--- src/adf_pkg.sv ---
// ----------------------------------------------------------------------------
// adf_pkg
// shared constants, register codes and controller/datapath handshake types
// for the allpass delay filter
// ----------------------------------------------------------------------------
`default_nettype none

package adf_pkg;

	localparam int ADF_MAX_DELAY = 2048;
	localparam int SAMPLE_W      = 32;
	localparam int LEN_W         = 12;
	localparam int PROD_W        = 64;
	localparam int GAIN_SHIFT    = 25;
	localparam logic [PROD_W-1:0] ROUND_BIAS = 64'h0000_0000_0100_0000;
	localparam logic [LEN_W-1:0]  LEN_RESET  = 12'd2048;

	// register index on the config port
	localparam logic REG_GAIN = 1'b0;
	localparam logic REG_LEN  = 1'b1;

	// request codes on the cmd field
	localparam logic CMD_SAMPLE = 1'b0;
	localparam logic CMD_CLEAR  = 1'b1;

	// controller to datapath
	typedef struct packed {
		logic load_x;    // capture input sample, read delay word at index
		logic mul_en;    // register delayed word times gain
		logic commit;    // write back, step index, load output register
		logic clr_start; // arm clear sweep over the active length
		logic clr_step;  // zero one entry of the sweep
	} adf_ctl_t;

	// datapath to controller
	typedef struct packed {
		logic clr_done;  // sweep counter reached its limit
		logic out_busy;  // output register holds an untaken result
	} adf_sts_t;

endpackage

`default_nettype wire

--- src/adf_ctrl.sv ---
// ----------------------------------------------------------------------------
// adf_ctrl
// sequencer for one request at a time: read, multiply, write back, or clear
// ----------------------------------------------------------------------------
`default_nettype none

module adf_ctrl (
	input  wire logic              clk,
	input  wire logic              arst_n,
	input  wire logic              in_valid,
	output logic                   in_ready,
	input  wire logic              cmd,
	input  wire adf_pkg::adf_sts_t sts,
	output adf_pkg::adf_ctl_t      ctl
);

	import adf_pkg::*;

	localparam logic [1:0] S_IDLE  = 2'd0;
	localparam logic [1:0] S_MUL   = 2'd1;
	localparam logic [1:0] S_WRITE = 2'd2;
	localparam logic [1:0] S_CLEAR = 2'd3;

	logic [1:0] state_q;
	logic [1:0] state_d;

	always_comb begin
		state_d  = state_q;
		in_ready = 1'b0;
		ctl      = '0;
		case (state_q)
			S_IDLE: begin
				in_ready = 1'b1;
				if (in_valid) begin
					if (cmd == CMD_CLEAR) begin
						ctl.clr_start = 1'b1;
						state_d       = S_CLEAR;
					end else begin
						ctl.load_x = 1'b1;
						state_d    = S_MUL;
					end
				end
			end
			S_MUL: begin
				ctl.mul_en = 1'b1;
				state_d    = S_WRITE;
			end
			S_WRITE: begin
				if (!sts.out_busy) begin
					ctl.commit = 1'b1;
					state_d    = S_IDLE;
				end
			end
			S_CLEAR: begin
				if (sts.clr_done) begin
					state_d = S_IDLE;
				end else begin
					ctl.clr_step = 1'b1;
				end
			end
			default: begin
				state_d = S_IDLE;
			end
		endcase
	end

	// reset lands in the clear sweep so the store starts zeroed
	always_ff @(posedge clk or negedge arst_n) begin
		if (!arst_n) begin
			state_q <= S_CLEAR;
		end else begin
			state_q <= state_d;
		end
	end

endmodule

`default_nettype wire

--- config.mk ---
export PLATFORM = sky130hd
export DESIGN_NAME = adf_ctrl
export DESIGN_NICKNAME = d
export VERILOG_FILES = /design/src/adf_pkg.sv /design/src/adf_ctrl.sv
export SDC_FILE = /design/constraint.sdc
export NUM_CORES = 1
export LEC_CHECK = 0
export BUFFER_PORTS_ARGS = -buffer_cell sky130_fd_sc_hd__buf_4
export CORE_AREA = 2 2 39 41
export CTS_CLUSTER_DIAMETER = 120
export DETAILED_ROUTE_END_ITERATION = 7
export DIE_AREA = 0 0 41 43
export HOLD_SLACK_MARGIN = 0.06
export PLACE_DENSITY = 0.37
export SLEW_MARGIN = 20
export SYNTH_ARGS = -nofsm -noshare
export SYNTH_HDL_FRONTEND = slang
export SYNTH_SLANG_ARGS = --single-unit
--- constraint.sdc ---
create_clock -name clk -period 1 [get_ports clk]
set_input_delay 0 -clock clk [delete_from_list [all_inputs] [get_ports clk]]
set_output_delay 0 -clock clk [all_outputs]
set_load 0.1 [all_outputs]
==> metrics, run 1 <==
synth top area cells=dfstp_2, nor2_1, a32oi_1; max reg flops=2; H-tree depth=1; first-pass GRT wire length=807 um; IO Count=12; Distinct cells, synth=11; Rel. slew slack=86.0%; top cell type's share of synthesized area=42.9%; fmax=768 MHz; Slew @ Worst Pin=208 ps; # rows=14; drt drc=0; CTS tree=yes; gr ovfl total=0; share of cells above drive strength 1=75.7%; vias in the first global route=201; 1st-iter DRT viols=2; Horiz. Die Dim=41 um; Area Growth Syn to Fin=266%; CP max FO=6; final wirelength=487 um; postcts setup bufs=0; Worst EP arrival=1300 ps; full die area=0.00176 mm^2; Initial Util=8.86%; failing checks=negative setup slack; RD Place Congestion=0.595; Max Cap Viol=0; Num CTS Buffers=3; CTS max path bufs=2; Largest Register=state_q; initial antenna violation count=0; DR vias=190; Final Hold Fails=0; root buf cell=clkbuf_4; largest registers=state_q (2); core area=0.00138 mm^2; Worst-Skew Late Latency=220 ps; Die Span Y=43 um; # clock sinks=2; Synth Warn #=0; Crit path required time=1000 ps; sequential fraction of the synthesis area=42.9%; Final period util=130%; filler cell count=138; drt pass-1 iters=2; cell accounting for the most synthesized area=dfstp_2; RSZ-0062 raised after global routing=true; clock slew at reported path FFs=30 ps; status=complete, but fails checks; vias per inst=3.58; # diodes=0; Final Cell Area=449 um^2; placed cell area=304 um^2; Post-Syn Area per Cell=8.76 um^2; post-synthesis cell count=14; Post-DRT Antenna Nets=0; layout net count=45; gr usage total=7.53%; Worst setup SP type=register; Hold Crit Class=input port to register; WL/cell=9.19 um; Setup WS post-layout=-303 ps; commonest non-fill, non-tap cell in the layout=buf_4; FF+latch count, synth=2; final setup vio count=7; netlist area before placement=123 um^2; Post-Place Setup Slack=-169 ps; Pins Over Slew Limit=0; most frequent cells in the layout=buf_4, buf_12, dlygate4sd3_1; largest net degree at the start of global routing=7; Worst Setup Path Type=register to output pin; Port Buffers=11; CP endpoint kind=output pin; fin crit period=1300 ps; Syn Nets=20; Setup Skew=3.47 ps
## cell families (layout without fill, tap and decap cells)
family	count (synthesis)	in the layout	share of synthesized area, %
compound gates	3	3	15.3
buf+inv	0	23	0
flops	2	2	42.9
simple gates	9	9	41.8
## routing by layer
layer	routed length, um	track usage [%]	part of all wire [%]
met1	224	8.36	46
met2	213	9.69	44
met3	49	4.71	10
met4	0	6.00	0
met5	0	0	0
## synth_stat cells
cell type / number
nand2_1: 1
and3_1: 1
dfstp_2: 2
nor3b_1: 1
or3b_1: 1
nor2_1: 3
a21oi_1: 1
nand3b_1: 1
nor2b_1: 1
o21ai_0: 1
a32oi_1: 1
## what timing repair did
action	in CTS	in global routing
setup endpoints to repair	8	8
endpoints found under the hold margin	4	0
pin swaps	1	0
hold buffers	4	0
gates resized for setup	20	0
## critical path, stage by stage (launching register included)
cell     delay, ps
dfstp_2        380
or3b_4         400
nor2_4         120
buf_12         180
## layout make-up
cell class	count	area (um^2)	share of cell area, %
clock buffers	3	22.5	5.01
multi-input cells	12	119	26.5
flip-flops and latches	2	52.6	11.7
well taps	16	20.0	4.46
repair buffers	20	235	52.4
## final timing paths
path / startpoint / to / slack [ps] / cells after the start
setup / recovery: state_q[1] / ctl[4] / -300 / 3
hold / removal: sts[0] / state_q[1] / 110 / 3
setup reg to reg: state_q[0] / state_q[0] / -40 / 3
hold reg to reg: state_q[1] / state_q[1] / 640 / 1
max in group asynchronous: arst_n / state_q[0] / 720 / 2
min in group asynchronous: arst_n / state_q[1] / 260 / 2
## metrics by stage
stage	instances	TNS, ps	hold WS (ps)	util (%)
after floorplan	14	-1800	-148	-
after global placement	46	-531	-57.2	22.0
after detailed placement	46	-554	-55.0	22.0
after CTS	53	-1630	102	32.5
after global routing	53	-1990	115	32.5
final	53	-1560	105	32.5
Power of run 1 is left out: the tool's default activity adds up to more than one toggle a clock period on the data nets, which glitch-free logic cannot reach.
==> inputs of run 2 (changes only) <==
PLACE_DENSITY = unset   (was 0.37)
==> run 2 against run 1 <==
  * The run still ends with negative setup slack left
  * Cell count stayed put
  * Die area stayed put
  * Hold slack worse by 6.0 ps
  * Sequential cell count stayed put
  * Global-route usage is 0.51 points lower
  * Non-clock buffer count stayed put
  * Cell area is 2.5% higher
  * Critical path depth stayed put
  * Critical path type unchanged
  * Critical endpoint unchanged
  * Largest cell class unchanged
  * Highest routed layer unchanged
==> metrics, run 2 (synthesis gave the netlist of run 1 again) <==
root buf cell=clkbuf_4; Horiz. Die Dim=41 um; Worst EP arrival=1290 ps; fin crit period=1290 ps; Finished Core Util=33.3%; drt drc=0; CP max FO=4; Worst R2R Start=state_q[1]; status=complete, but fails checks; gr ovfl total=0; r2r setup slk=-50 ps; Area Growth Syn to Fin=276%; RD Place Congestion=0.657; # clock sinks=2; CTS max path bufs=2; vias in the first global route=215; failing checks=negative setup slack; Post-DRT Antenna Nets=0; Final period util=129%; post-placement cell count=46; filler cell count=146; Setup WS post-layout=-294 ps; # rows=14; clock slew at reported path FFs=30 ps; most frequent cells in the layout=buf_4, buf_12, dlygate4sd3_1; gr usage total=7.02%; DP HPWL=376 um; CP startpoint=state_q[0]; # diodes=0; Pins Over Slew Limit=0; commonest non-fill, non-tap cell in the layout=buf_4; largest registers=state_q (2); Post-Place Setup Slack=-168 ps; layout net count=45; Worst Setup Path Type=register to output pin; postcts setup bufs=0; RSZ-0062 raised after global routing=true; Worst setup SP type=register; core area=0.00138 mm^2; drt pass-1 iters=4; initial antenna violation count=0; H-tree depth=1; Initial Util=8.86%; CTS tree=yes; Largest Register=state_q; DR vias=198; FF-to-FF path depth=3; WL/cell=9.55 um; Rel. slew slack=87.2%; vias per inst=3.74; Max Cap Viol=0; post-route insts no fill=53; first-pass GRT wire length=765 um; Die Span Y=43 um; Hold Crit Class=input port to register; Crit path required time=1000 ps; Num CTS Buffers=3; max reg flops=2; largest net degree at the start of global routing=6; R2R Path End=state_q[0]; Final Hold Fails=0; setup TNS=-1650 ps; final setup vio count=7; Worst-Skew Late Latency=220 ps; share of cells above drive strength 1=78.4%; IO Count=12; fmax=773 MHz; final wirelength=506 um; Setup Skew=3.09 ps; 1st-iter DRT viols=1; full die area=0.00176 mm^2; CP endpoint kind=output pin; Setup crit end=ctl[4]; Port Buffers=11; Slew @ Worst Pin=190 ps
==> run 2: cell type report <==
| cell class | count | area [um^2] | area share (%) |
|---|---|---|---|
| clock buffers | 3 | 22.5 | 4.89 |
| well taps | 16 | 20.0 | 4.35 |
| multi-input cells | 12 | 123 | 26.6 |
| repair buffers | 20 | 243 | 52.7 |
| flip-flops and latches | 2 | 52.6 | 11.4 |
==> run 2: per-layer routing <==
metal	part of all wire, %	up-vias	GRT usage (%)
met4	0	0	8.00
met3	3.4	0	1.57
li1	-	101	-
met2	66	4	11.3
met1	31	93	6.09
met5	0	-	0
==> run 2: worst min-delay path by stage <==
stage          startpoint          to  slack [ps]  cells past startpoint
4_1_cts            sts[0]  state_q[1]         110                      3
3_5_place_dp       arst_n  state_q[1]         -60                      1
3_3_place_gp       arst_n  state_q[0]         -60                      1
2_1_floorplan      arst_n  state_q[0]        -150                      0
6_report           sts[0]  state_q[1]         100                      3
5_1_grt            sts[0]  state_q[1]         110                      3
==> run 2: metrics by stage <==
| step | hold WS, ps | cell area (um^2) |
|---|---|---|
| finish | 99.5 | 460 |
| global route | 105 | 460 |
| CTS | 108 | 448 |
| detailed placement | -56.0 | 304 |
| global placement | -55.1 | 304 |
| floorplan | -148 | 164 |
==> run 2: timing repair <==
| item | in CTS | in global routing |
|---|---|---|
| setup endpoints to repair | 7 | 8 |
| resized for setup | 20 | 3 |
| pin swaps | 0 | 1 |
| hold endpoints to repair | 4 | 0 |
| hold buffers | 4 | 0 |
==> run 2: worst max-delay path, stage by stage, from the launching register on <==
cell and delay, ps:
dfstp_2 370, or3b_4 410, nor2_4 110, buf_12 180
Power of run 2 is left out for the same reason.
==> inputs of run 3 (changes only) <==
CTS_BUF_LIST = sky130_fd_sc_hd__clkbuf_16   (was unset)
SKIP_LAST_GASP = 1   (was unset)
==> run 3 against run 2 <==
  * The flow still finishes with violations (negative setup slack)
  * Sequential share of layout area decreased by 1.1 points
  * Routed wire length rose by 4.5%
  * Count of clock-buffer cells in the layout unchanged
  * Critical path depth stayed put
==> metrics, run 3 (synthesis gave the netlist of run 1 again) <==
gr usage total=8.02%; failing checks=negative setup slack; drt pass-1 iters=1; RD Place Congestion=0.657; postcts setup bufs=0; DR vias=195; fmax=776 MHz; 1st-iter DRT viols=0; drt drc=0; Max Cap Viol=0; Setup Skew=0.426 ps; root buf cell=clkbuf_16; vias per inst=3.68; H-tree depth=1; Final Hold Fails=0; Area Growth Syn to Fin=315%; # diodes=0; first-pass GRT wire length=876 um; Port Buffers=11; commonest non-fill, non-tap cell in the layout=buf_4; IO Count=12; Rel. slew slack=87.1%; CP max FO=4; CP endpoint kind=output pin; Crit path required time=1000 ps; Post-Place Setup Slack=-168 ps; status=complete, but fails checks; filler cell count=136; DP HPWL=376 um; layout net count=45; share of cells above drive strength 1=75.7%; RSZ-0062 raised after global routing=true; full die area=0.00176 mm^2; Largest Register=state_q; Worst setup SP type=register; final wirelength=529 um; Initial Util=8.86%; Slew @ Worst Pin=191 ps; WL/cell=9.98 um; gr ovfl total=0; initial antenna violation count=0; # clock sinks=2; Final period util=129%; Pins Over Slew Limit=0; vias in the first global route=239; Num CTS Buffers=3; max reg flops=2; CTS max path bufs=2; largest registers=state_q (2); final setup vio count=7; Horiz. Die Dim=41 um; Hold Crit Class=input port to register; most frequent cells in the layout=buf_4, buf_12, dlygate4sd3_1; Post-DRT Antenna Nets=0; Worst Setup Path Type=register to output pin; largest net degree at the start of global routing=6; Setup WS post-layout=-289 ps; Die Span Y=43 um; # rows=14; CTS tree=yes; fin crit period=1290 ps; Worst-Skew Late Latency=220 ps; clock slew at reported path FFs=30 ps; core area=0.00138 mm^2; Worst EP arrival=1290 ps
[run 3: cell counts in the layout (fill, tap and decap cells not counted)]
Identical to the previous run, type by type.
[run 3: worst paths after layout]
path	startpoint	endpoint	slack, ps	cells after the start
worst min-delay path	sts[0]	state_q[1]	110	3
worst min register to register	state_q[0]	state_q[0]	640	2
worst max-delay path	state_q[0]	ctl[4]	-290	3
min in group asynchronous	arst_n	state_q[1]	270	2
max in group asynchronous	arst_n	state_q[0]	710	2
worst max register to register	state_q[1]	state_q[0]	-50	3
[run 3: final cells by class]
cell class	instances	area [um^2]	area share (%)
sequential	2	52.6	10.3
tap	16	20.0	3.93
clock buffer	3	75.1	14.7
timing repair buffer	20	243	47.7
multi-input combinational	12	119	23.3
[run 3: worst max-delay path: stages, from the launching register on]
cell     delay [ps]
dfstp_2         370
or3b_4          410
nor2_4          110
buf_12          180
[run 3: repair_timing]
item,CTS,global route
hold buffers,4,0
pin swaps,0,1
endpoints found under the hold margin,4,0
resized for setup,21,1
cloned,0,0
endpoints found under the setup margin,7,8
[run 3: layer usage]
metal	share of wire, %	global-route usage (%)	vias up
li1	-	-	99
met1	33	6.73	92
met2	64	12.8	4
met3	3.2	3.14	0
met4	0	8.00	0
met5	0	0	-
[run 3: through the flow]
step / cells / utilization [%] / cell area (um^2) / setup TNS, ps / hold slack [ps]
after floorplan: 14 / - / 164 / -1800 / -148
after global placement: 46 / 22.0 / 304 / -637 / -55.1
after detailed placement: 46 / 22.0 / 304 / -667 / -56.0
after CTS: 53 / 36.4 / 504 / -1710 / 117
after global routing: 53 / 36.8 / 509 / -1950 / 181
final: 53 / 36.8 / 509 / -1600 / 108
Power of run 3 is left out for the same reason.
